### src/sv/hbdf_pkg.sv
// Shared types and constants for the bounded history dedup FIFO.
// Used by every module of the block but hbdf_ram; depends on nothing else.
package hbdf_pkg;

  // Default geometry of the history store
  localparam int HBDF_DEPTH       = 1024;
  localparam int HBDF_HANDLE_BITS = 32;

  // Fixed field widths of the item and result channels
  localparam int OP_W      = 2;
  localparam int HANDLE_W  = 32;
  localparam int INDEX_W   = 10;
  localparam int VALUE_W   = 32;
  localparam int COUNT_W   = 11;
  localparam int MAX_W     = 11;
  localparam int IN_DATA_W  = 48;
  localparam int OUT_DATA_W = 48;

  // Configuration port
  localparam int APB_ADDR_W = 3;
  localparam int APB_DATA_W = 32;
  localparam logic [0:0] REG_MAX_ENTRIES = 1'b0;
  localparam logic [MAX_W-1:0] MAX_ENTRIES_RESET = 11'd1000;

  // Operation codes carried in tuser
  localparam logic [OP_W-1:0] OP_INSERT = 2'd0;
  localparam logic [OP_W-1:0] OP_READ   = 2'd1;
  localparam logic [OP_W-1:0] OP_LOOKUP = 2'd2;

  // One result item as handed from the core to the output register
  typedef struct packed {
    logic [COUNT_W-1:0] count;
    logic               index_error;
    logic               evicted;
    logic               stored;
    logic               found;
    logic [VALUE_W-1:0] read_value;
  } hbdf_result_t;

endpackage

### src/sv/hbdf_cfg.sv
// APB register file holding the max_entries limit.
// Depends on hbdf_pkg for address layout and reset value.
module hbdf_cfg
  import hbdf_pkg::*;
(
  input  logic                  clk_i,
  input  logic                  rst_ni,
  input  logic                  psel,
  input  logic                  penable,
  input  logic                  pwrite,
  input  logic [APB_ADDR_W-1:0] paddr,
  input  logic [APB_DATA_W-1:0] pwdata,
  output logic [APB_DATA_W-1:0] prdata,
  output logic                  pready,
  output logic [MAX_W-1:0]      max_entries_o
);

  logic [MAX_W-1:0] max_entries_q;
  logic             hit_max;

  // Decode the word address
  assign hit_max = (paddr[APB_ADDR_W-1:2] == REG_MAX_ENTRIES);

  // Take writes in the access phase
  always_ff @(posedge clk_i or negedge rst_ni) begin
    if (!rst_ni) begin
      max_entries_q <= MAX_ENTRIES_RESET;
    end else if (psel && penable && pwrite && hit_max) begin
      max_entries_q <= pwdata[MAX_W-1:0];
    end
  end

  // Return the register, zero elsewhere
  always_comb begin
    prdata = '0;
    if (hit_max) begin
      prdata = APB_DATA_W'(max_entries_q);
    end
  end

  assign pready        = 1'b1;
  assign max_entries_o = max_entries_q;

endmodule

### config.mk
export PLATFORM = sky130hd
export DESIGN_NAME = hbdf_cfg
export DESIGN_NICKNAME = d
export VERILOG_FILES = /design/src/sv/hbdf_pkg.sv /design/src/sv/hbdf_cfg.sv
export SDC_FILE = /design/constraint.sdc
export NUM_CORES = 1
export LEC_CHECK = 0
export ABC_AREA = 0
export BUFFER_PORTS_ARGS = -buffer_cell sky130_fd_sc_hd__buf_4
export CORE_MARGIN = 2
export CORE_UTILIZATION = 35
export CTS_CLUSTER_DIAMETER = 40
export DETAILED_ROUTE_END_ITERATION = 6
export PLACE_DENSITY = 0.84
export SETUP_SLACK_MARGIN = 0.3
export SYNTH_ARGS = -nofsm -noshare
export SYNTH_HDL_FRONTEND = slang
export SYNTH_SLANG_ARGS = --single-unit
### constraint.sdc
create_clock -name clk_i -period 1.33 [get_ports clk_i]
set_input_delay 0.0665 -clock clk_i [delete_from_list [all_inputs] [get_ports clk_i]]
set_output_delay 0.0665 -clock clk_i [all_outputs]
set_load 0.01 [all_outputs]
Word level (Yosys, flattened, before mapping) --
Index checks and enable logic that the tools add are counted.
Operators by class: reduce and logical (&&, ||, !) cells 3, multiplexer cells 1, bitwise gates (word level) 1
Operators with widths (number):
- 2-to-1 mux 11 bit | 1
- logical AND 1 bit | 3
- NOT 1 bit | 1
Word-level totals: bits of input ports 40, word-level logic and storage cells 6, flip-flop bits (word level) 11

Depth between registers and ports, before layout --
word-level depth 3, mapped depth 3

Worst setup path before layout --
Ideal clock, no wire load.
path kind reg-to-output, start register max_entries_q[3], in the netlist max_entries_o[3], end output prdata[3], buffers on the path 0, cell stages (with the launch flop) 2, path slack 0.505 ns, data arrival time 0.758 ns, path through dfstp_2 -> nor2b_1
On the way: cells in the longest elaborated chain, start to end 1
RTL lines:
- from (decl) | line hbdf_cfg.sv:18 | logic [MAX_W-1:0] max_entries_q;
- from (signal assigned) | line hbdf_cfg.sv:29 | max_entries_q <= pwdata[MAX_W-1:0];
- 2-to-1 mux 11 bit | line hbdf_cfg.sv:36 | if (hit_max) begin
- to (decl) | line hbdf_cfg.sv:13 | output logic [APB_DATA_W-1:0] prdata,
No other way between the ends.

Worst setup path after layout --
Ends and elaborated chain as after synthesis.

==> qor.txt <==
run status: finished, final reports clean
main combinational cell family by area after synthesis: buffers and inverters
vias in the first global route: 449
XOR/XNOR share of the synthesized area: 0
Area Overhead vs Synth: 48.3%
CTS tree: built
hold_ws: 27.9 ps
Iteration-0 DRC Markers: 2
leakage: 0.599 nW
commonest non-fill, non-tap cell in the layout: buf_4
Mapped Cells: 60
WL per Instance: 10.8 um
setup slack, reg-to-reg: 450 ps
Switching Fraction: 0.282
hold path startpoint: pwdata[9]
fin crit share: 0.848
first-pass GRT wire length: 2100 um
gpl congestion: 0.574
# rows: 16
post-DP HPWL: 1030 um
Overflow after GRT: 0
TritonCTS Buffers: 3
P_int: 0.000949 W
max-cap violation count: 0
DRC viols: 0
CP Class: flip-flop to output port
Yosys Warn Count: 0
nets: 149
Routed Antenna Nets: 0
Cell Area, Synth: 726 um2
Clk Latency, worst-skew pair: 260 ps
multiplexer share of the synthesized area: 0.222
share of cells above drive strength 1: 0.648
via-per-instance ratio: 3.93
final setup skew: 0 ps
Port Buf Inserts: 38
count of final max-slew check failures: 0
WHS Endpoint: max_entries_o[9]
Antenna Cells: 0
FF/Latch Area: 283 um2
smallest setup slack after layout: 203 ps
Initial Utilization: 0.370
buffer depth of the longest clock path: 2
Req. time, crit path: 1260 ps
total track usage: 0.118
synthesis-stage register bit count: 11
simple-gate share of the synthesized area: 0.129
Fillers: 191
Net Switching: 0.000373 W
CP endpoint kind: output port
Fin. Hold Viols: 0
maximum VDD drop: 0.702 mV
Comb pwr share: 0.467
R2R cell count: 2
Peak Freq: 887 MHz
Syn Area/Cell: 12.1 um2
Startpoint Class: flip-flop
RR Endpoint: max_entries_o[0]
power per cell area: 1230 nW/um2
Worst Hold Class: primary input to flip-flop
wirelength, routed: 1450 um
clk root buf: clkbuf_4
worst r2r src: max_entries_o[0]
Synth Area in Compound Gates: 0
Inst Count DP: 121
Distinct cells, synth: 11
initial antenna violation count: 0
Post-Synth Adder-Cell Area: 0
Crit Path Max Fanout: 3
drt first pass iters: 2
most frequent cells in the layout: buf_4, conb_1, mux2_4, nor2b_1
dpl ws: 210 ps
RSZ-0062 raised after global routing: true
final setup fails: 0
multi-input logic area: 348 um2
CTS H-tree depth: 1
CP arrival: 1060 ps
sequential group share of total power: 0.365
TNS Setup: 0 ps
worst hold stages: 2
Die W: 49.5 um
Die Area: 2450 um2
CTS sink cnt: 11
Seq/Total Area, Yosys: 0.390
max reg flops: 11
num ports: 84
clock power share: 0.168
clk slew on worst S/H paths: 70 ps
Finished Layout Cells: 135
Core Region: 1960 um2
die height: 49.5 um
Vias: 530
Power, Total: 0.00132 W
minimum clock period: 1130 ps
largest net degree at the start of global routing: 13
==> power by group through the flow <==
stage | registers [W] | logic, W | clock network (W)
3_3_place_gp | 0.000493 | 0.000475 | 0
2_1_floorplan | 0.000527 | 0.000255 | 0
5_1_grt | 0.000490 | 0.000658 | 0.000260
4_1_cts | 0.000486 | 0.000530 | 0.000240
3_5_place_dp | 0.000500 | 0.000480 | 0
6_report | 0.000482 | 0.000618 | 0.000222
==> worst max-delay path, stage by stage (launching register included) <==
cell and delay, ps:
dfstp_2 550, nor2b_1 130, buf_4 120
==> through the flow <==
stage / utilization / cell area (um2)
final: 0.548 / 1080
after floorplan: - / 801
after CTS: 0.513 / 1010
after global placement: 0.479 / 940
after global routing: 0.548 / 1080
after detailed placement: 0.479 / 940
==> how the worst max path moves through the flow <==
stage / end / start
finish: prdata[3] / max_entries_o[3]
detailed placement: max_entries_o[2] / paddr[2]
global route: prdata[7] / max_entries_o[7]
floorplan: prdata[3] / max_entries_o[3]
global placement: max_entries_o[10] / paddr[2]
CTS: prdata[3] / max_entries_o[3]
==> layer usage <==
metal / vias to the layer above / global-route usage / share of wire
met5: - / 0 / 0
met4: 0 / 0.0694 / 0
met3: 0 / 0.0424 / 0.087
met2: 35 / 0.187 / 0.51
met1: 252 / 0.135 / 0.41
li1: 243 / - / -
==> kinds of logic (layout without fill, tap and decap cells) <==
group / after synthesis / in the layout
AND/OR/NAND/NOR: 12 / 12
buffers and inverters: 24 / 52
multiplexers: 11 / 11
other: 2 / 22
flip-flops: 11 / 11
==> repair_timing <==
| action | 4_1_cts | 5_1_grt |
|---|---|---|
| hold endpoints to repair | 11 | 0 |
| buffers inserted | 4 | 5 |
| hold buffers | 1 | 0 |
| setup endpoints to repair | 7 | 16 |
| cloned | 0 | 0 |
| resized for setup | 0 | 8 |
==> synth_stat cells, drive strengths merged <==
cell | number | share of area
nor2b | 10 | 0.086
dfrtp | 5 | 0.17
clkbuf | 1 | 0.0052
nand4b | 1 | 0.033
mux2 | 11 | 0.22
conb | 2 | 0.010
buf | 23 | 0.24
dfstp | 6 | 0.22
and2b | 1 | 0.010
==> final cells by class <==
cell class | count | share of cell area
Timing Repair Buffer | 48 | 0.358
Multi-Input combinational cell | 45 | 0.323
Sequential cell | 11 | 0.263
Tap cell | 27 | 0.0314
Clock buffer | 4 | 0.0244
(Power assumes the default switching activity.)
