===== config.mk =====
export PLATFORM = sky130hd
export DESIGN_NAME = hbdf_outreg
export DESIGN_NICKNAME = d
export VERILOG_FILES = /design/src/sv/hbdf_pkg.sv /design/src/sv/hbdf_outreg.sv
export SDC_FILE = /design/constraint.sdc
export NUM_CORES = 1
export LEC_CHECK = 0
export BUFFER_PORTS_ARGS = -buffer_cell sky130_fd_sc_hd__buf_2
export CORE_UTILIZATION = 40
export DETAILED_ROUTE_END_ITERATION = 10
export GPL_TIMING_DRIVEN = 0
export PLACE_DENSITY = 0.75
export SLEW_MARGIN = 15
export SYNTH_ARGS = -nofsm -noshare
export SYNTH_HDL_FRONTEND = slang
export SYNTH_SLANG_ARGS = --single-unit

===== constraint.sdc =====
create_clock -name clk_i -period 1.25 [get_ports clk_i]
set_clock_uncertainty 0.1 [all_clocks]
set_input_delay 0.125 -clock clk_i [delete_from_list [all_inputs] [get_ports clk_i]]
set_output_delay 0.125 -clock clk_i [all_outputs]
set_load 0.05 [all_outputs]

===== src/sv/hbdf_pkg.sv =====
// Shared types and constants for the bounded history dedup FIFO.
// Used by every module of the block but hbdf_ram; depends on nothing else.
package hbdf_pkg;

  // Default geometry of the history store
  localparam int HBDF_DEPTH       = 1024;
  localparam int HBDF_HANDLE_BITS = 32;

  // Fixed field widths of the item and result channels
  localparam int OP_W      = 2;
  localparam int HANDLE_W  = 32;
  localparam int INDEX_W   = 10;
  localparam int VALUE_W   = 32;
  localparam int COUNT_W   = 11;
  localparam int MAX_W     = 11;
  localparam int IN_DATA_W  = 48;
  localparam int OUT_DATA_W = 48;

  // Configuration port
  localparam int APB_ADDR_W = 3;
  localparam int APB_DATA_W = 32;
  localparam logic [0:0] REG_MAX_ENTRIES = 1'b0;
  localparam logic [MAX_W-1:0] MAX_ENTRIES_RESET = 11'd1000;

  // Operation codes carried in tuser
  localparam logic [OP_W-1:0] OP_INSERT = 2'd0;
  localparam logic [OP_W-1:0] OP_READ   = 2'd1;
  localparam logic [OP_W-1:0] OP_LOOKUP = 2'd2;

  // One result item as handed from the core to the output register
  typedef struct packed {
    logic [COUNT_W-1:0] count;
    logic               index_error;
    logic               evicted;
    logic               stored;
    logic               found;
    logic [VALUE_W-1:0] read_value;
  } hbdf_result_t;

endpackage


===== src/sv/hbdf_outreg.sv =====
// Output register for result items; frees the core while a result waits.
// Depends on hbdf_pkg for the result struct and output width.
module hbdf_outreg
  import hbdf_pkg::*;
(
  input  logic                  clk_i,
  input  logic                  rst_ni,
  input  logic                  res_valid_i,
  output logic                  res_ready_o,
  input  hbdf_result_t          res_i,
  output logic                  m_axis_tvalid,
  input  logic                  m_axis_tready,
  output logic [OUT_DATA_W-1:0] m_axis_tdata
);

  logic         valid_q;
  hbdf_result_t data_q;

  assign res_ready_o = !valid_q || m_axis_tready;

  // Load a new result or drain the held one
  always_ff @(posedge clk_i or negedge rst_ni) begin
    if (!rst_ni) begin
      valid_q <= 1'b0;
      data_q  <= '0;
    end else if (res_valid_i && res_ready_o) begin
      valid_q <= 1'b1;
      data_q  <= res_i;
    end else if (m_axis_tready) begin
      valid_q <= 1'b0;
    end
  end

  assign m_axis_tvalid = valid_q;
  assign m_axis_tdata  = OUT_DATA_W'(data_q);

endmodule


# Word-level counts from Yosys, hierarchy flattened
# Cells that the tools add are included.
# W data, S select, Z words.
# word_totals
regBits	48
elab_cells	13
# op_classes
muxes	2
reduce_logical	4
# op_table
op	n
$mux W1	2
$reduce_bool A2 Y1	1
$logic_and A1 B1 Y1	1
$logic_not A1 Y1	1
$logic_or A1 B1 Y1	1

# Longest topological paths before layout
# logic_depth
depth_word	4
depth_mapped	5
mapped_depth_nobuf	3

# Worst setup path before layout
# No wires, ideal clock.
# synth_timing
path_type	register to register
from	register valid_q (netlist: m_axis_tvalid)
to	register data_q (netlist bit m_axis_tdata[10])
arrival_ns	1.587
slack_ns	-0.562
path_stages_with_launch	6
n_path_buf	2
period_less_slack_ns	1.812
cell_sequence	dfrtp_1 -> nand2b_4 -> nand2_2 -> buf_6 -> buf_12 -> mux2_4
# synth_between
elab_chain_cells	3
# synth_rtl
item	line	text
start, declared	hbdf_outreg.sv:16	logic valid_q;
start signal, assigned	hbdf_outreg.sv:24	valid_q <= 1'b0;
start signal, assigned	hbdf_outreg.sv:27	valid_q <= 1'b1;
start signal, assigned	hbdf_outreg.sv:30	valid_q <= 1'b0;
$logic_not A1 Y1	hbdf_outreg.sv:19	assign res_ready_o = !valid_q || m_axis_tready;
$logic_or A1 B1 Y1	hbdf_outreg.sv:19	
named net res_ready_o	hbdf_outreg.sv:9	output logic res_ready_o,
$logic_and A1 B1 Y1	hbdf_outreg.sv:26	end else if (res_valid_i && res_ready_o) begin
end signal, assigned	hbdf_outreg.sv:28	data_q <= res_i;
end, declared	hbdf_outreg.sv:17	hbdf_result_t data_q;
# The timed path passes the listed nets, and every way through them passes these cells.
# A chain may end at the register's enable or synchronous reset.

# Worst setup path after layout
# layout_timing
from	register valid_q (netlist: m_axis_tvalid)
to	register data_q (netlist bit m_axis_tdata[40])
# layout_between
elab_chain_cells	3
# layout_rtl
item	line
$logic_not A1 Y1	hbdf_outreg.sv:19
$logic_or A1 B1 Y1	hbdf_outreg.sv:19
$logic_and A1 B1 Y1	hbdf_outreg.sv:26
# Every way passes these cells.

==> parameters.txt <==
Parameter                              Value

Status
  Status ... complete, but fails checks
  Violated checks ... setup timing

Job
  Max_cap viols ... 0

Yosys
  Sequential element share of the synthesized area ... 61.4%
  Share of the synthesized area in the top cell type ... about three fifths
  Number of synthesized register bits ... 48
  Synth Net Count ... 156
  Synth area leaders ... dfrtp_1, mux2_4, mux2_2
  Area of the mapped netlist ... 1960 µm²
  Number of unique standard cell types used by synthesis ... 11
  Post-synthesis average cell area ... 18.6 µm²
  Top cell type by total area after synthesis ... dfrtp_1
  Syn Inst Count ... between 100 and 150
  Ys Warns ... 0

Final layout
  Commonest cells after routing, fill and taps aside ... buf_2, dlygate4sd3_1, dfrtp_1
  Footprint of the multi-input gates ... between 600 and 700 µm²
  Net total in the final layout ... 318
  Sequential cell area ... 1200 µm²
  Area overhead of the layout relative to synthesis ... 68.7%
  Finished Cell Area ... 3300 µm²
  Proportion of layout cells with a drive suffix above 1 ... 63.4%
  Post-Route Utilization ... 69.9%
  Diode count ... 0
  Most frequent standard cell in the layout excluding fill and tap cells ... buf_2
  Fillers ... 328

Clock network
  Clock sinks ... 48
  Maximum buffer depth of the clock tree ... 2
  TritonCTS buffer count ... 5
  Insertion delay to the later sink of the worst-skew pair ... 0.29 ns
  TritonCTS clock tree ... done
  H-Tree Level Count ... 2
  Clock-pin transition on the worst setup and hold timing paths ... 0.08 ns
  Library cell used as clock root buffer ... clkbuf_8

Route
  Routed via count ... 1,422
  Number of DRC markers in iteration 0 ... 34
  Detailed-router iteration count before antenna repair ... 6
  Antenna Nets Post-Route ... 0
  DR vias/cell ... 4.24
  Routed WL per cell ... about 13 µm
  DRC errors left ... 0
  Total wire length ... approximately 4.5 mm

Placement
  Standard cell area after detailed placement ... 2570 µm²
  IO Port Bufs ... 99
  Dpl hpwl ... about 2.6 mm
  Final weighted congestion of routability-driven global placement ... 0.657

Timing
  Final Hold Viols ... 0
  Final worst slack ... -0.116 ns
  Final Critical Period ... 1.37 ns
  Highest achievable clock rate ... between 700 and 800 MHz
  Final critical-path share of the clock period ... 109%
  Final number of max-transition violations ... 0
  Count of final setup violators ... 48
  Least-Margin Pin Slew ... 0.575 ns
  Worst relative slew slack ... roughly 60%
  Setup repair after global routing missed its margin ... true

Hold path
  Type of the worst min-delay path ... input pin to register
  Launch point of the worst hold path ... m_axis_tready
  Hold Path Depth ... 4
  Hold EP ... m_axis_tvalid

GRT
  Global route total overflow ... 0
  Wire length of the first global-routing pass ... 6.76 mm
  Number of global-route vias before repair ... 1,403
  Maximum number of pins on one net before global-route repair ... 49
  GRT Total Usage ... 17.6%
  Initial antenna violation count ... 0

Pwr
  Internal power ... 0.00317 W
  Leakage power of the design ... 1.70 nW
  Combinational cell fraction of total power ... 37.2%
  Worst IR Drop VDD ... 0.776 mV
  Power density of the placed cells ... 1490 nW/µm²
  Share of power burned in the clock network ... 24.2%
  Net switching share of the total power ... 35.5%
  Overall power after layout ... 0.00491 W
  Power dissipated by switching net loads ... 0.00174 W
  Flop pwr share ... 38.7%

Worst setup path
  Worst setup slack for register-to-register paths ... -0.12 ns
  Launching point of the worst reg2reg path ... m_axis_tvalid
  Highest fanout seen on the critical path ... 10
  Crit start category ... register
  Worst Path Required ... 1.33 ns
  Cells on worst reg2reg path ... 5
  Type of the worst setup path ... register to register
  Worst reg2reg path endpoint ... m_axis_tdata[40]
  Endpoint type of the worst setup path ... register
  Arrival time worst endpoint ... 1.45 ns

Floorplanning
  Floorplan row count ... 25
  Width of the die ... 71.9 µm
  Number of primary I/O pins ... 101
  Initial Utilization ... between 40 and 50%
  Chip Height ... 71.9 µm
  Core area ... 4720 µm²
  Die outline area ... 5180 µm²
==> how the worst max path moves through the flow <==
stage,from,end,cells past startpoint
2_1_floorplan,m_axis_tvalid,m_axis_tdata[10],5
3_3_place_gp,m_axis_tvalid,m_axis_tdata[21],5
3_5_place_dp,m_axis_tvalid,m_axis_tdata[19],5
4_1_cts,m_axis_tvalid,m_axis_tdata[28],5
5_1_grt,m_axis_tvalid,m_axis_tdata[8],5
6_report,m_axis_tvalid,m_axis_tdata[40],5
==> kinds of logic after synthesis <==
logic type / Yosys count / synth area share (%)
and+or+nand+nor: 3 / 1.34
muxes: 47 / 32.8
DFF: 48 / 61.4
buffers and inverters: 6 / 4.28
other: 1 / 0.192
==> power groups by stage <==
stage               registers, W  logic [W]  clock network [W]
floorplan                0.00273   0.000430                  0
global placement         0.00191    0.00164                  0
detailed placement       0.00192    0.00165                  0
CTS                      0.00189    0.00180            0.00124
global route             0.00192    0.00190            0.00130
finish                   0.00190    0.00182            0.00119
==> per-layer routing <==
layer / part of all wire, % / wire, µm / track usage (%) / vias to the layer above
met5: 0 / 0 / 0 / -
met4: 2.4 / 108 / 8.28 / 0
met3: 4.3 / 192 / 3.61 / 10
met2: 53 / 2380 / 31.0 / 59
met1: 40 / 1800 / 20.8 / 671
li1: - / - / - / 682
==> metrics by stage <==
stage	hold slack (ns)	TNS, ns	std cells	setup WS (ns)
floorplan	-0.271	-15.36	105	-0.368
global placement	0.256	-3.65	271	-0.126
detailed placement	0.259	-3.87	271	-0.137
CTS	-0.0590	-4.43	331	-0.129
global route	0.130	-6.12	335	-0.159
finish	0.124	-3.84	335	-0.116
==> repair_timing <==
action	in CTS	in global routing
hold buffers	47	2
endpoints found under the hold margin	96	49
setup buffers	5	1
setup endpoints to repair	43	49
pin swaps	1	1
resized for setup	7	2
gates cloned	1	1
==> state kept, by name, summed over array words and instances (netlist names) <==
name	flops
m_axis_tdata	47
m_axis_tvalid	1
==> final cells by class <==
| type | instances | area share [%] |
|---|---|---|
| Buffer | 5 | 2.65 |
| Tap cell | 67 | 2.54 |
| Multi-Input combinational cell | 51 | 21.0 |
| Clock inverter | 1 | 0.909 |
| Clock buffer | 7 | 2.92 |
| Sequential cell | 48 | 36.4 |
| Timing Repair Buffer | 156 | 33.6 |
==> worst max-delay path, cell delays in order (launching register included) <==
cell,delay [ns]
dfrtp_2,0.43
nand2b_4,0.08
nand2_4,0.05
buf_12,0.14
buf_12,0.15
mux2_4,0.29
==> cells in the mapped netlist <==
master / count
buf_12: 3
buf_2: 1
buf_4: 1
buf_6: 1
conb_1: 1
dfrtp_1: 48
mux2_2: 17
mux2_4: 30
nand2_2: 1
nand2b_1: 1
nand2b_4: 1
No activity file was read; power rests on OpenSTA's default activity.
