<file path="src/sv/hbdf_pkg.sv">
// Shared types and constants for the bounded history dedup FIFO.
// Used by every module of the block but hbdf_ram; depends on nothing else.
package hbdf_pkg;

  // Default geometry of the history store
  localparam int HBDF_DEPTH       = 1024;
  localparam int HBDF_HANDLE_BITS = 32;

  // Fixed field widths of the item and result channels
  localparam int OP_W      = 2;
  localparam int HANDLE_W  = 32;
  localparam int INDEX_W   = 10;
  localparam int VALUE_W   = 32;
  localparam int COUNT_W   = 11;
  localparam int MAX_W     = 11;
  localparam int IN_DATA_W  = 48;
  localparam int OUT_DATA_W = 48;

  // Configuration port
  localparam int APB_ADDR_W = 3;
  localparam int APB_DATA_W = 32;
  localparam logic [0:0] REG_MAX_ENTRIES = 1'b0;
  localparam logic [MAX_W-1:0] MAX_ENTRIES_RESET = 11'd1000;

  // Operation codes carried in tuser
  localparam logic [OP_W-1:0] OP_INSERT = 2'd0;
  localparam logic [OP_W-1:0] OP_READ   = 2'd1;
  localparam logic [OP_W-1:0] OP_LOOKUP = 2'd2;

  // One result item as handed from the core to the output register
  typedef struct packed {
    logic [COUNT_W-1:0] count;
    logic               index_error;
    logic               evicted;
    logic               stored;
    logic               found;
    logic [VALUE_W-1:0] read_value;
  } hbdf_result_t;

endpackage

</file>
<file path="src/sv/hbdf_core.sv">
// Sequencer for the history: scans, reads and appends through the ring RAM.
// Depends on hbdf_pkg; drives one hbdf_ram instance held in the top level.
module hbdf_core
  import hbdf_pkg::*;
#(
  parameter int DEPTH       = HBDF_DEPTH,
  parameter int HANDLE_BITS = HBDF_HANDLE_BITS
) (
  input  logic                     clk_i,
  input  logic                     rst_ni,
  input  logic [MAX_W-1:0]         max_entries_i,
  // item side
  input  logic                     in_valid_i,
  output logic                     in_ready_o,
  input  logic [OP_W-1:0]          op_i,
  input  logic [HANDLE_W-1:0]      handle_i,
  input  logic                     fresh_i,
  input  logic [INDEX_W-1:0]       index_i,
  // result side
  output logic                     res_valid_o,
  input  logic                     res_ready_i,
  output hbdf_result_t             res_o,
  // RAM side
  output logic                     ram_we_o,
  output logic [$clog2(DEPTH)-1:0] ram_waddr_o,
  output logic [HANDLE_BITS-1:0]   ram_wdata_o,
  output logic                     ram_re_o,
  output logic [$clog2(DEPTH)-1:0] ram_raddr_o,
  input  logic [HANDLE_BITS-1:0]   ram_rdata_i
);

  localparam int AW   = $clog2(DEPTH);
  localparam int CW   = $clog2(DEPTH + 1);
  localparam int CMPW = ((CW + 1) > MAX_W) ? (CW + 1) : MAX_W;

  typedef enum logic [2:0] {
    ST_IDLE,
    ST_SCAN,
    ST_COMMIT,
    ST_READ,
    ST_RDWAIT,
    ST_POST
  } state_e;

  state_e                 state_q, state_d;
  logic [OP_W-1:0]        op_q, op_d;
  logic [HANDLE_BITS-1:0] h_q, h_d;
  logic [INDEX_W-1:0]     idx_q, idx_d;
  logic [AW-1:0]          ptr_q, ptr_d;
  logic [CW-1:0]          cnt_q, cnt_d;
  logic [CW-1:0]          scan_q, scan_d;
  logic [AW-1:0]          addr_q, addr_d;
  logic                   cmp_v_q, cmp_v_d;
  hbdf_result_t           res_q, res_d;

  logic [CMPW-1:0] lim;
  logic [CMPW-1:0] cnt_inc;
  logic            evict;
  logic            hit;
  logic            idx_err;
  logic [AW-1:0]   wr_pos;
  logic [AW-1:0]   rd_pos;
  logic [AW-1:0]   addr_next;
  logic [AW-1:0]   ptr_next;

  // Fold a sum below twice the depth back into the ring
  function automatic logic [AW-1:0] ring_wrap(input logic [AW:0] s);
    logic [AW:0] t;
    begin
      t = s;
      if (s >= (AW + 1)'(DEPTH)) begin
        t = s - (AW + 1)'(DEPTH);
      end
      ring_wrap = t[AW-1:0];
    end
  endfunction

  // Effective limit and the append decision
  assign lim     = (CMPW'(max_entries_i) > CMPW'(DEPTH)) ? CMPW'(DEPTH)
                                                         : CMPW'(max_entries_i);
  assign cnt_inc = CMPW'(cnt_q) + CMPW'(1);
  assign evict   = (cnt_inc > lim);

  // Ring positions for append and indexed read
  assign wr_pos  = ring_wrap((AW + 1)'(ptr_q) + (AW + 1)'(cnt_q));
  assign rd_pos  = ring_wrap((AW + 1)'(ptr_q) + (AW + 1)'(idx_q));
  assign idx_err = (CMPW'(idx_q) >= CMPW'(cnt_q)) || (CMPW'(idx_q) >= CMPW'(DEPTH));

  assign addr_next = (addr_q == AW'(DEPTH - 1)) ? '0 : addr_q + AW'(1);
  assign ptr_next  = (ptr_q == AW'(DEPTH - 1)) ? '0 : ptr_q + AW'(1);

  // Compare the entry that came back from the last scan read
  assign hit = cmp_v_q && (ram_rdata_i == h_q);

  always_comb begin
    state_d  = state_q;
    op_d     = op_q;
    h_d      = h_q;
    idx_d    = idx_q;
    ptr_d    = ptr_q;
    cnt_d    = cnt_q;
    scan_d   = scan_q;
    addr_d   = addr_q;
    cmp_v_d  = 1'b0;
    res_d    = res_q;

    ram_we_o    = 1'b0;
    ram_waddr_o = wr_pos;
    ram_wdata_o = h_q;
    ram_re_o    = 1'b0;
    ram_raddr_o = addr_q;

    case (state_q)
      ST_IDLE: begin
        if (in_valid_i) begin
          op_d   = op_i;
          h_d    = HANDLE_BITS'(handle_i);
          idx_d  = index_i;
          scan_d = '0;
          addr_d = ptr_q;
          res_d  = '0;
          res_d.count = COUNT_W'(cnt_q);
          case (op_i)
            OP_INSERT: state_d = fresh_i ? ST_SCAN : ST_COMMIT;
            OP_READ:   state_d = ST_READ;
            OP_LOOKUP: state_d = ST_SCAN;
            default:   state_d = ST_POST;
          endcase
        end
      end

      // Issue one read per cycle, compare each entry in the cycle after its read
      ST_SCAN: begin
        if (hit || (scan_q >= cnt_q)) begin
          if ((op_q == OP_INSERT) && !hit) begin
            state_d = ST_COMMIT;
          end else begin
            res_d.found = hit;
            state_d     = ST_POST;
          end
        end else begin
          ram_re_o    = 1'b1;
          ram_raddr_o = addr_q;
          addr_d      = addr_next;
          scan_d      = scan_q + CW'(1);
          cmp_v_d     = 1'b1;
        end
      end

      // Append at the young end, drop the oldest past the limit
      ST_COMMIT: begin
        ram_we_o      = 1'b1;
        res_d.stored  = 1'b1;
        res_d.evicted = evict;
        if (evict) begin
          ptr_d = ptr_next;
        end else begin
          cnt_d = CW'(cnt_inc);
        end
        res_d.count = COUNT_W'(evict ? cnt_q : CW'(cnt_inc));
        state_d     = ST_POST;
      end

      ST_READ: begin
        if (idx_err) begin
          res_d.index_error = 1'b1;
          state_d           = ST_POST;
        end else begin
          ram_re_o    = 1'b1;
          ram_raddr_o = rd_pos;
          state_d     = ST_RDWAIT;
        end
      end

      ST_RDWAIT: begin
        res_d.read_value = VALUE_W'(ram_rdata_i);
        state_d          = ST_POST;
      end

      // Hold the result until the output register takes it
      ST_POST: begin
        if (res_ready_i) begin
          state_d = ST_IDLE;
        end
      end

      default: state_d = ST_IDLE;
    endcase
  end

  always_ff @(posedge clk_i or negedge rst_ni) begin
    if (!rst_ni) begin
      state_q <= ST_IDLE;
      op_q    <= OP_INSERT;
      h_q     <= '0;
      idx_q   <= '0;
      ptr_q   <= '0;
      cnt_q   <= '0;
      scan_q  <= '0;
      addr_q  <= '0;
      cmp_v_q <= 1'b0;
      res_q   <= '0;
    end else begin
      state_q <= state_d;
      op_q    <= op_d;
      h_q     <= h_d;
      idx_q   <= idx_d;
      ptr_q   <= ptr_d;
      cnt_q   <= cnt_d;
      scan_q  <= scan_d;
      addr_q  <= addr_d;
      cmp_v_q <= cmp_v_d;
      res_q   <= res_d;
    end
  end

  assign in_ready_o  = (state_q == ST_IDLE);
  assign res_valid_o = (state_q == ST_POST);
  assign res_o       = res_q;

endmodule

</file>
<file path="config.mk">
export PLATFORM = sky130hd
export DESIGN_NAME = hbdf_core
export DESIGN_NICKNAME = d
export VERILOG_FILES = /design/src/sv/hbdf_pkg.sv /design/src/sv/hbdf_core.sv
export SDC_FILE = /design/constraint.sdc
export NUM_CORES = 1
export LEC_CHECK = 0
export ABC_AREA = 1
export ABC_CLOCK_PERIOD_IN_PS = 8290
export BUFFER_PORTS_ARGS = -buffer_cell sky130_fd_sc_hd__buf_4
export CORE_UTILIZATION = 25
export CTS_CLUSTER_SIZE = 24
export DETAILED_ROUTE_END_ITERATION = 10
export PLACE_DENSITY = 0.51
export SYNTH_ARGS = -nofsm -noshare
export SYNTH_HDL_FRONTEND = slang
export SYNTH_SLANG_ARGS = --single-unit
export TNS_END_PERCENT = 100
</file>
<file path="constraint.sdc">
create_clock -name clk_i -period 8.29 [get_ports clk_i]
set_input_delay 0 -clock clk_i [delete_from_list [all_inputs] [get_ports clk_i]]
set_output_delay 0 -clock clk_i [all_outputs]
set_load 0.005 [all_outputs]
</file>
Yosys cells after proc, flatten, opt, wreduce, memory -nomap -nowiden
Cells that the tools add are included.
{ "totals": {"mem_bits_rw": 0, "mem_count": 0, "rom_bits": 0, "latch_bits": 0, "ff_bits": 137, "input_bits": 92} }
{ "classes": {"n_shift": 0, "mux": 36, "bitwise": 0, "eq_ne": 16, "n_div": 0, "n_mul": 0, "reduce_logical": 20, "n_addsub": 8, "order_cmp": 6} }
{ "ops": {"columns": ["op", "n"], "rows": [
  ["2-to-1 mux 10 bit", 8],
  ["case mux 32 bit (2 select lines)", 1],
  ["2-to-1 mux 47 bit", 1],
  ["2-to-1 mux 11 bit", 4],
  ["case mux 11 bit (2 select lines)", 2],
  ["equality test 32 bit", 1],
  ["greater-or-equal comparator 11 bit (second input constant)", 2],
  ["adder 10 x 1 -> 10 bit (second input constant)", 2],
  ["equality test 10 bit (second input constant)", 2],
  ["case mux 10 bit (2 select lines)", 1],
  ["subtractor 10 x 1 -> 10 bit (second input constant)", 2],
  ["case mux 3 bit (5 select lines)", 1],
  ["adder 11 x 1 -> 12 bit (second input constant)", 1],
  ["> comparator 12 x 11 -> 1 bit", 1],
  ["2-to-1 mux 3 bit", 4],
  ["adder 10 x 10 -> 11 bit", 1],
  ["adder 10 x 11 -> 11 bit", 1],
  ["adder 11 x 1 -> 11 bit (second input constant)", 1],
  ["greater-or-equal comparator 10 x 11 -> 1 bit", 1],
  ["greater-or-equal comparator 11 bit", 1],
  ["> comparator 11 bit (second input constant)", 1],
  ["!= test 2 bit (second input constant)", 5],
  ["case mux 3 bit (3 select lines)", 1],
  ["AND reduction 3 bit", 3],
  ["other kinds (19)", 38]
]} }

Logic depth before layout (Yosys ltp)
Gate-level depths: netlist (run 1).
{ "logic_depth": {"depth_word": 7, "ltp_mapped": 21, "depth_no_buf": 20} }

Worst setup path after synthesis (run 1)
No wires, ideal clock.
{ "synth_path": {"kind": "register -> register", "startpoint": "register cnt_q[0]", "endpoint": "register res_q (netlist bit res_o[41])", "path_stages_with_launch": 19, "arrival_time_ns": 2.566, "path_slack_ns": 5.607, "n_path_buf": 1, "path_cell_list": "dfrtp_1 -> ha_1 -> nand2_1 -> nor2_1 -> inv_1 -> nor2_1 -> xor2_1 -> ha_1 -> inv_1 -> nor2_1 -> nand3_1 -> nor2_1 -> nand4_1 -> nand2_2 -> buf_4 -> nand3b_1 -> and2_4 -> nand2_1 -> nand2_1"} }
{ "synth_lines": {"columns": ["element", "line_no", "source"], "rows": [
  ["from (decl)", "hbdf_core.sv:50", "logic [CW-1:0] cnt_q, cnt_d;"],
  ["from (signal assigned)", "hbdf_core.sv:209", "cnt_q <= cnt_d;"],
  ["to (signal assigned)", "hbdf_core.sv:213", "res_q <= res_d;"],
  ["to (decl)", "hbdf_core.sv:54", "hbdf_result_t res_q, res_d;"]
]} }

Final worst setup path (run 1)
{ "layout_path": {"startpoint": "register cnt_q[0]", "endpoint": "register ptr_q[8]"} }
{ "layout_via": {"elab_chain_cells": 3} }
{ "layout_lines": {"columns": ["element", "line_no", "source"], "rows": [
  ["adder 11 x 1 -> 12 bit", "hbdf_core.sv:81", "assign cnt_inc = CMPW'(cnt_q) + CMPW'(1);"],
  ["> comparator 12 x 11 -> 1 bit", "hbdf_core.sv:82", "assign evict = (cnt_inc > lim);"],
  ["AND reduction 2 bit (no source line)", null, null],
  ["to (signal assigned)", "hbdf_core.sv:208", "ptr_q <= ptr_d;"],
  ["to (decl)", "hbdf_core.sv:49", "logic [AW-1:0] ptr_q, ptr_d;"]
]} }
No other way between the ends.
A chain may end at the register's enable or synchronous reset.

==> qor.yml, run 1 <==
outcome: "completed"
reg2reg_to: "ptr_q[8]$_DFFE_PN0P_"
ys.warnings.count: 0
gr-usage-met3_pct: 2.658
hold_viol: 0
syn2layout_area_growth_pct: 39.04
crit_family: "simple AND/OR/NAND/NOR gates"
reg2reg_slack_ns: 4.80
critical_path.cell_chain: "ha_1 > nand2_1 > nor2_1 > inv_1 > nor2_1 > xor2_1 > ha_1 > inv_1 > nor2_1 > nand3_1 > nor2_1 > nand3_1 > nand2_1 > nand3_1 > inv_1 > nand2_1 > o21ai_0 > nand2_1"
antenna_found_initial: 1
dieHeight_um: 187.7
cp_num_buf_inv: 3
synth.avg_cell_area_um2: 7.447
rows: 67
io_buffers: 194
cts_buffer_depth: 2
fin_crit_sh_pct: 42.10
grt_use_met1_pct: 22.26
drt_iter0_drc: 333
grt_pass1_vias: 8416
path_clk_slew_ns: 0.07
required_ns: 8.61
rsz0062_at_grt: "no"
cpPeakStageDelay_ns: 0.55
ctsResizeCount: 0
cp-start-kind: "register"
worst_slew_pin_slew_ns: 0.8729
layout.nets: 1580
firstDrtPassIters: 5
postSynthCellCount: 1158
timing.slew.headroom_pct: 41.74
max_freq_mhz: 286.6
drc: 0
synth_ff_type: "dfrtp_1"
p_per_area_nw_per_um2: 328.3
setup_tns_ns: 0
fin_hold_ws_ns: 0.1887
finalWorstSetupSlack_ns: 4.800
met2_usage_pct: 27.54
dieArea_um2: 35240
place_ws_ns: 4.803
grt_max_degree: 81
ys_ff_latch: 137
total_power_mw: 3.936
ir_worst_vdd_mv: 0.1466
critPathKind: "register to register"
finalCriticalPeriod_ns: 3.490
start_util_pct: 25.59
async_flop_share_pct: 100.0
clock_latency_ns: 0.44
post_cts_buffers: 0
cts_hold_buf: 81
fill_cells: 3534
reg2reg_depth: 18
cts_num_sinks: 137
die_w_um: 187.7
routed_wl_mm: 29.52
ant_nets: 0
layout-drive-gt1-share_pct: 17.88
ys_types: 45
cts_made_buffers: 17
syn-num-nets: 1308
min_path_type: "primary input to async pin"
vias_per_cell: 4.512
mostFrequentLayoutCells: "370 x nand2_1, 199 x buf_4, 146 x inv_1"
setup_violations: 0
cap_violations: 0
cpMaxStageDelayCell: "dfrtp_1"
gp_congestion: 0.8834
fin_skew_ns: 0.01372
regToRegStartpoint: "cnt_q[0]$_DFFE_PN0P_"
drv_slew: 0
synth_edf_count: 0
syn_area_um2: 8623
worstPathMaxFanout: 11
final_util_pct: 35.58
top_usage_layer: "met2"
leakage_nw: 6.117
cp_data_arrival_time_ns: 3.81
vias: 8537
cts_tree: "yes"
yosysSeqAreaShare_pct: 39.76
core_um2: 33700
grt_use_total_pct: 16.95
dp_hpwl_mm: 22.49
io_pins: 195
htree_levels: 4
worstSetupEndpointType: "register"
clock-root-buffer: "clkbuf_16"
grt_overflow: 0
layout_commonest_cell: "nand2_1"
grt_pass1_wl_mm: 46.40
wire_per_inst_um: 15.60
==> per-layer routing <==
metal / vias to the layer above / wire length [um]
met4: 0 / 921
met1: 4036 / 13700
met5: - / 0
met2: 182 / 13740
li1: 4273 / -
met3: 46 / 1150
==> layout make-up <==
class / count / area, um^2 / area share (%)
diodes: 1 / 2.502 / 0.02087
clock buffers: 17 / 425.4 / 3.548
clock inverters: 15 / 192.7 / 1.607
inverters: 151 / 566.8 / 4.727
multi-input cells: 842 / 4498 / 37.51
flip-flops and latches: 137 / 3428 / 28.59
well taps: 448 / 560.5 / 4.675
repair buffers: 281 / 2316 / 19.32
==> cell families after synthesis <==
| kind of cell | synth area share, % |
|---|---|
| xor gates and xnor gates | 4.469 |
| adders and majority gates | 8.590 |
| buffers and inverters | 8.256 |
| and+or+nand+nor | 28.15 |
| AOI/OAI and AO/OA | 10.78 |
| DFF | 39.76 |
==> stage by stage <==
stage	cells	cell area [um^2]
6_report	1892	11990
5_1_grt	1892	11990
4_1_cts	1891	11990
3_5_place_dp	1778	10560
3_3_place_gp	1778	10560
2_1_floorplan	1158	8623
==> synth_stat cells (4+ instances only) <==
library cell	number	area, um^2
nand2_1	370	1389
inv_1	146	548.0
dfrtp_1	137	3428
o21ai_0	110	550.5
nor2_1	77	289.0
ha_1	56	700.7
nand3_1	47	235.2
xor2_1	36	315.3
a21oi_1	30	150.1
nand4_1	18	112.6
nand3b_1	16	120.1
nor3_1	16	80.08
buf_2	11	55.05
clkbuf_1	11	41.29
xnor2_1	8	70.07
and2_4	6	52.55
nor4_1	6	37.54
a22o_1	5	43.79
inv_2	5	18.77
nand2_2	4	25.02
o31ai_1	4	30.03
==> how the worst max path moves through the flow <==
stage	startpoint	end	slack, ns	cells past startpoint
after CTS	cnt_q[0]$_DFFE_PN0P_	ptr_q[8]$_DFFE_PN0P_	4.81	18
after global placement	cnt_q[0]$_DFFE_PN0P_	ptr_q[8]$_DFFE_PN0P_	4.91	18
final	cnt_q[0]$_DFFE_PN0P_	ptr_q[8]$_DFFE_PN0P_	4.80	18
after floorplan	cnt_q[0]$_DFFE_PN0P_	res_o[41]$_DFFE_PN0P_	5.61	18
after detailed placement	cnt_q[0]$_DFFE_PN0P_	ptr_q[8]$_DFFE_PN0P_	4.80	18
after global routing	cnt_q[0]$_DFFE_PN0P_	ptr_q[8]$_DFFE_PN0P_	4.35	18
==> worst reg2reg max path, cell delays in order, from the launching register on <==
cell and delay [ns]:
dfrtp_1 0.55, ha_1 0.25, nand2_1 0.07, nor2_1 0.19, inv_1 0.08, nor2_1 0.23, xor2_1 0.10, ha_1 0.30
inv_1 0.04, nor2_1 0.16, nand3_1 0.09, nor2_1 0.13, nand3_1 0.09, nand2_1 0.10, nand3_1 0.33, inv_1 0.29
nand2_1 0.13, o21ai_0 0.16, nand2_1 0.07
==> registers in the layout, indices dropped and copies added (netlist names) <==
signal / cells
res_o: 47
ram_wdata_o: 32
cnt_q: 11
scan_q: 11
addr_q: 10
idx_q: 10
ptr_q: 10
state_q: 3
op_q: 2
cmp_v_q: 1
==> power breakdown <==
group	internal, mW	total [mW]	switching, mW
sequential	0.928	1.18	0.254
clock	0.480	0.821	0.341
combinational	0.842	1.93	1.09
(Power assumes the default switching activity.)
==> run 2, diff against run 1 <==
--- a/config.mk
+++ b/config.mk
@@ -5,13 +5,13 @@
 export SDC_FILE = /design/constraint.sdc
 export NUM_CORES = 1
 export LEC_CHECK = 0
-export ABC_AREA = 1
-export ABC_CLOCK_PERIOD_IN_PS = 8290
+export ABC_AREA = 0
+export ABC_CLOCK_PERIOD_IN_PS = 2900
 export BUFFER_PORTS_ARGS = -buffer_cell sky130_fd_sc_hd__buf_4
 export CORE_UTILIZATION = 25
 export CTS_CLUSTER_SIZE = 24
 export DETAILED_ROUTE_END_ITERATION = 10
-export PLACE_DENSITY = 0.51
+export PLACE_DENSITY = 0.53
 export SYNTH_ARGS = -nofsm -noshare
 export SYNTH_HDL_FRONTEND = slang
 export SYNTH_SLANG_ARGS = --single-unit
==> constraint.sdc (replaced) <==
create_clock -name clk_i -period 2.9 [get_ports clk_i]
set_input_delay 0 -clock clk_i [delete_from_list [all_inputs] [get_ports clk_i]]
set_output_delay 0 -clock clk_i [all_outputs]
set_load 0.005 [all_outputs]
==> run 2 against run 1 <==
Effect of this change:
- the flow now finishes with violations (setup timing)
- clock skew decreased by 0.0038 ns
- synthesized cell count fell by 23%
- via count decreased by 10%
- clock power grew to 2.6 times the previous value
- largest cell class unchanged
- largest power group unchanged
==> qor.yml, run 2 <==
outcome: "finished, violations left"
violations: "setup timing"
final_util_pct: 39.13
syn_area_um2: 8016
grt_pass1_vias: 8079
cpMostUsedCell: "buf_4"
cts_made_buffers: 17
clock-root-buffer: "clkbuf_16"
leakage_nw: 6.193
finalWorstSetupSlack_ns: -0.2897
firstDrtPassIters: 5
vias: 7657
p_per_area_nw_per_um2: 849.1
rows: 65
ys_ff_latch: 137
htree_levels: 4
wire_per_inst_um: 17.30
synth.avg_cell_area_um2: 9.017
synth_commonest_cells: "237 x nand2_1, 137 x dfrtp_1, 56 x ha_1"
worstPathMaxFanout: 5
hold_viol: 0
gp_congestion: 0.8733
cap_violations: 0
ys.warnings.count: 0
drv_slew: 0
largest_reg_flops: 47
critical_path.cell_chain: "ha_4 > and3_4 > nand3_4 > buf_4 > buf_4 > xnor2_1 > ha_1 > a211o_1 > o211ai_1 > a21oi_2 > a211o_4 > nor2_4 > xor2_2 > mux2_4"
routed-wl-met2_mm: 13.44
antenna_found_initial: 0
core_um2: 31560
grt_pass1_wl_mm: 44.48
final_area_um2: 12350
synth_top_area_share_pct: 42.77
die_w_um: 181.1
rsz0062_at_grt: "yes"
synth_fa_ha_area_share_pct: 9.240
fill_cells: 3103
cts_num_sinks: 137
regArea_um2: 3433
grt_overflow: 0
dp_hpwl_mm: 20.02
synth_mux_area_share_pct: 2.997
async_flop_share_pct: 100.0
synth_ff_type: "dfrtp_1"
syn2layout_area_growth_pct: 54.02
max_freq_mhz: 313.5
synth_top_area_cell: "dfrtp_1"
dp.cells: 1509
layout-drive-gt1-share_pct: 32.34
worst_slew_pin_slew_ns: 1.113
fin_hold_ws_ns: 0.05703
synth_top_family_by_area: "simple AND/OR/NAND/NOR gates"
finalCriticalPeriod_ns: 3.190
synth_compound_gate_area_share_pct: 10.35
dieHeight_um: 181.1
ir_worst_vdd_mv: 0.4323
total_power_mw: 10.48
worstSetupEndpointType: "register"
ant_nets: 0
grt_use_total_pct: 17.60
diodes: 0
netlist_top_cells_area: "dfrtp_1 43%, nand2_1 11%, ha_1 8.7%"
routed_wl_mm: 28.41
instances_no_fill: 1642
cp-start-kind: "register"
cp_data_arrival_time_ns: 3.50
synthSimpleGateAreaFrac_pct: 22.85
drt_iter0_drc: 413
io_buffers: 194
drc: 0
top_layer: "met4"
dieArea_um2: 32790
cpMaxStageDelayCell: "a211o_4"
layout_commonest_cell: "buf_4"
start_util_pct: 25.40
grt_max_degree: 94
cts_tree: "yes"
mostFrequentLayoutCells: "260 x buf_4, 234 x nand2_1, 133 x dfrtp_1"
critPathKind: "register to register"
clock_latency_ns: 0.44
synth_edf_count: 0
place_area_um2: 10340
multi_input_area_um2: 4770
postSynthCellCount: 889
vias_per_cell: 4.663
yosysSeqAreaShare_pct: 42.77
fin_skew_ns: 0.009895
layout.nets: 1377
setup_violations: 32
wl_met1_mm: 12.55
required_ns: 3.21
path_clk_slew_ns: 0.07
min_path_type: "primary input to register"
ys_types: 67
timing.slew.headroom_pct: 25.82
route.met3.wl_mm: 1.897
io_pins: 195
syn-num-nets: 1039
synth_xor_area_share_pct: 7.976
cts_buffer_depth: 2
fin_crit_sh_pct: 110.0
yosysMostFrequentCell: "nand2_1"
cpPeakStageDelay_ns: 0.43
-- run 2: power by group --
part / internal [mW] / switching [mW]
logic: 2.56 / 2.58
clock network: 1.13 / 0.980
registers: 2.58 / 0.647
total: 6.27 / 4.21
-- run 2: final cells by class --
| cell class | instances | area share (%) |
|---|---|---|
| multi-input cells | 680 | 38.63 |
| flip-flops and latches | 137 | 27.81 |
| repair buffers | 353 | 23.77 |
| well taps | 402 | 4.074 |
| clock buffers | 18 | 3.557 |
| inverters | 38 | 1.216 |
| clock inverters | 14 | 0.9424 |
-- run 2: logic make-up after synthesis --
group / after synthesis
AOI/OAI and AO/OA: 123
xor gates and xnor gates: 73
adders and majority gates: 58
buffers and inverters: 72
DFF: 137
muxes: 22
and+or+nand+nor: 404
-- run 2: what timing repair did --
action,in CTS,in global routing
gates cloned,2,0
hold buffers,79,0
buffers inserted,13,9
endpoints found under the hold margin,143,0
pin swaps,17,31
resized for setup,51,58
endpoints found under the setup margin,45,45
-- run 2: final timing paths --
| path | to | cells past startpoint | startpoint | slack [ns] |
|---|---|---|---|---|
| max in group asynchronous | res_o[9]$_DFFE_PN0P_ | 3 | rst_ni | 2.02 |
| min in group asynchronous | addr_q[1]$_DFFE_PN0P_ | 2 | rst_ni | 0.14 |
| worst max register to register | res_o[36]$_DFFE_PN0P_ | 14 | cnt_q[0]$_DFFE_PN0P_ | -0.29 |
| worst min-delay path | state_q[1]$_DFFE_PN0P_ | 6 | fresh_i | 0.06 |
| worst min register to register | res_o[35]$_DFFE_PN0P_ | 1 | res_o[35]$_DFFE_PN0P_ | 0.48 |
| worst max-delay path | res_o[36]$_DFFE_PN0P_ | 14 | cnt_q[0]$_DFFE_PN0P_ | -0.29 |
-- run 2: critical path: cells and delay by family (launching register included) --
kind,cells,cell delay [ns]
AOI/OAI and AO/OA,4,1.01
adders and majority gates,2,0.46
and+or+nand+nor,3,0.46
DFF,1,0.40
buffers and inverters,2,0.27
muxes,1,0.26
xor gates and xnor gates,2,0.21
-- run 2: layer usage --
layer  global-route usage, %  vias to the layer above
li1                        -                     3728
met1                   21.94                     3646
met2                   29.22                      253
met3                   5.422                       30
met4                   5.017                        0
met5                       0                        -
-- run 2: through the flow --
stage | TNS [ns] | setup slack (ns)
2_1_floorplan | -2.029 | -0.2037
3_3_place_gp | -4.993 | -0.3718
3_5_place_dp | -5.855 | -0.4115
4_1_cts | -2.732 | -0.2597
5_1_grt | -10.14 | -0.4473
6_report | -4.637 | -0.2897
==> run 3, diff against run 2 <==
--- a/config.mk
+++ b/config.mk
@@ -11,7 +11,7 @@
 export CORE_UTILIZATION = 25
 export CTS_CLUSTER_SIZE = 24
 export DETAILED_ROUTE_END_ITERATION = 10
-export PLACE_DENSITY = 0.53
+export PLACE_DENSITY = 0.48
 export SYNTH_ARGS = -nofsm -noshare
 export SYNTH_HDL_FRONTEND = slang
 export SYNTH_SLANG_ARGS = --single-unit
==> run 3 against run 2 <==
Effect of this change:
- the flow still finishes with violations (setup timing)
- sequential share of layout area down 0.37 points
- cell count grew 1.2%
- clock skew grew 0.0051 ns
- global-route usage up 0.23 points
- non-clock buffer count up 19
- utilization rose by 0.52 points
- die area stayed put
- critical endpoint is now res_o[42]$_DFFE_PN0P_
- largest cell class unchanged
- largest power group unchanged
- highest routed layer unchanged
==> qor.yml, run 3 (same netlist as run 2, synthesis figures left out) <==
p_per_area_nw_per_um2: 866.9
critical_path.cell_chain: "ha_4 > and3_4 > nand3_4 > or3_4 > xnor2_1 > ha_1 > nand4_1 > nor2_2 > nand4_1 > buf_6 > a211o_4 > buf_4 > nor3_4 > xnor2_2 > mux2_2"
firstDrtPassIters: 4
layout.nets: 1396
cpMostUsedCell: "nand4_1"
drt_iter0_drc: 325
clock-root-buffer: "clkbuf_16"
cts_made_buffers: 17
cpPeakStageDelay_ns: 0.40
core_um2: 31560
ir_worst_vdd_mv: 0.4593
clock_latency_ns: 0.43
fill_cells: 3135
cts_num_sinks: 137
fin_crit_sh_pct: 111.6
outcome: "finished, violations left"
fin_skew_ns: 0.01501
grt_overflow: 0
dieArea_um2: 32790
io_buffers: 194
diodes: 0
required_ns: 3.21
dp.cells: 1515
ant_nets: 0
rsz0062_at_grt: "yes"
cp_data_arrival_time_ns: 3.55
finalCriticalPeriod_ns: 3.236
setup_violations: 32
grt_pass1_vias: 7857
die_w_um: 181.1
layout_commonest_cell: "buf_4"
cp-start-kind: "register"
dp_hpwl_mm: 20.86
cts_tree: "yes"
layout-drive-gt1-share_pct: 33.36
critPathKind: "register to register"
worst_slew_pin_slew_ns: 0.7491
io_pins: 195
syn2layout_area_growth_pct: 56.06
finalWorstSetupSlack_ns: -0.3361
fin_hold_ws_ns: 0.03480
timing.slew.headroom_pct: 50.06
hold_viol: 0
violations: "setup timing"
vias: 7715
path_clk_slew_ns: 0.07
leakage_nw: 6.298
vias_per_cell: 4.645
start_util_pct: 25.40
cap_violations: 0
mostFrequentLayoutCells: "276 x buf_4, 231 x nand2_1, 134 x dfrtp_1"
routed_wl_mm: 28.79
crit_family: "simple AND/OR/NAND/NOR gates"
wire_per_inst_um: 17.33
gp_congestion: 0.8812
worstSetupEndpointType: "register"
largest_reg_flops: 47
worstPathMaxFanout: 5
instances_no_fill: 1661
grt_use_total_pct: 17.83
grt_pass1_wl_mm: 45.08
drc: 0
grt_max_degree: 65
dieHeight_um: 181.1
cp_num_buf_inv: 2
htree_levels: 4
cpMaxStageDelayCell: "dfrtp_2"
max_freq_mhz: 309.0
cts_buffer_depth: 2
antenna_found_initial: 0
min_path_type: "primary input to register"
final_util_pct: 39.65
rows: 65
drv_slew: 0
## run 3: cell count changes in the layout (fill, tap and decap cells not counted), sizes merged
| cell | delta |
|---|---|
| clkinvlp | -1 |
| inv | +1 |
| bufinv | +2 |
| clkbuf | +1 |
| buf | +19 |
| clkinv | -3 |
## run 3: per-layer routing
metal  up-vias  routed length, um  track usage (%)
li1       3761                  -                -
met2       240              13790            29.79
met5         -                  0                0
met3        19               1897            4.515
met1      3695              12760            22.94
met4         0                333            4.373
## run 3: through the flow
step                worst slack [ns]  setup TNS (ns)  total power [mW]  instance area [um^2]
finish                       -0.3361          -4.860             10.85                 12510
global placement             -0.3458          -5.003             7.939                 10380
global route                 -0.4680          -10.02             11.65                 12510
CTS                          -0.2808          -3.478             10.57                 12060
floorplan                    -0.2037          -2.029             5.597                  8063
detailed placement           -0.3976          -6.442             7.953                 10380
## run 3: power breakdown
group / switching, mW / internal [mW] / total [mW]
Combinational: 2.70 / 2.65 / 5.35
Clock: 0.971 / 1.32 / 2.29
Sequential: 0.633 / 2.58 / 3.21
Total: 4.30 / 6.54 / 10.8
## run 3: final cells by class
cell class | count | area, um^2 | area share (%)
repair buffers | 372 | 3072 | 24.55
inverters | 38 | 156.4 | 1.250
flip-flops and latches | 137 | 3432 | 27.43
clock inverters | 13 | 156.4 | 1.250
clock buffers | 19 | 442.9 | 3.540
multi-input cells | 680 | 4748 | 37.95
well taps | 402 | 503.0 | 4.020
## run 3: final timing paths
| kind | endpoint | slack, ns | depth (start not counted) | start |
|---|---|---|---|---|
| worst min-delay path | state_q[1]$_DFFE_PN0P_ | 0.03 | 6 | fresh_i |
| worst max-delay path | res_o[42]$_DFFE_PN0P_ | -0.34 | 15 | cnt_q[0]$_DFFE_PN0P_ |
| worst max register to register | res_o[42]$_DFFE_PN0P_ | -0.34 | 15 | cnt_q[0]$_DFFE_PN0P_ |
| max in group asynchronous | res_o[16]$_DFFE_PN0P_ | 2.05 | 3 | rst_ni |
| worst min register to register | res_o[35]$_DFFE_PN0P_ | 0.49 | 1 | res_o[35]$_DFFE_PN0P_ |
| min in group asynchronous | ptr_q[4]$_DFFE_PN0P_ | 0.11 | 2 | rst_ni |
## run 3: repair_timing
item                                    CTS  global route
hold buffers                             79             0
gates resized for setup                  52            58
pin swaps                                21            23
setup buffers                            11            25
endpoints found under the setup margin   44            46
cloned                                    1             0
hold endpoints to repair                151             0
## run 3: worst min-delay path: stages
cell	delay [ns]
buf_4	0.08
nor2_1	0.03
nand2_1	0.05
o21ai_0	0.07
a21oi_1	0.14
nor2_1	0.05
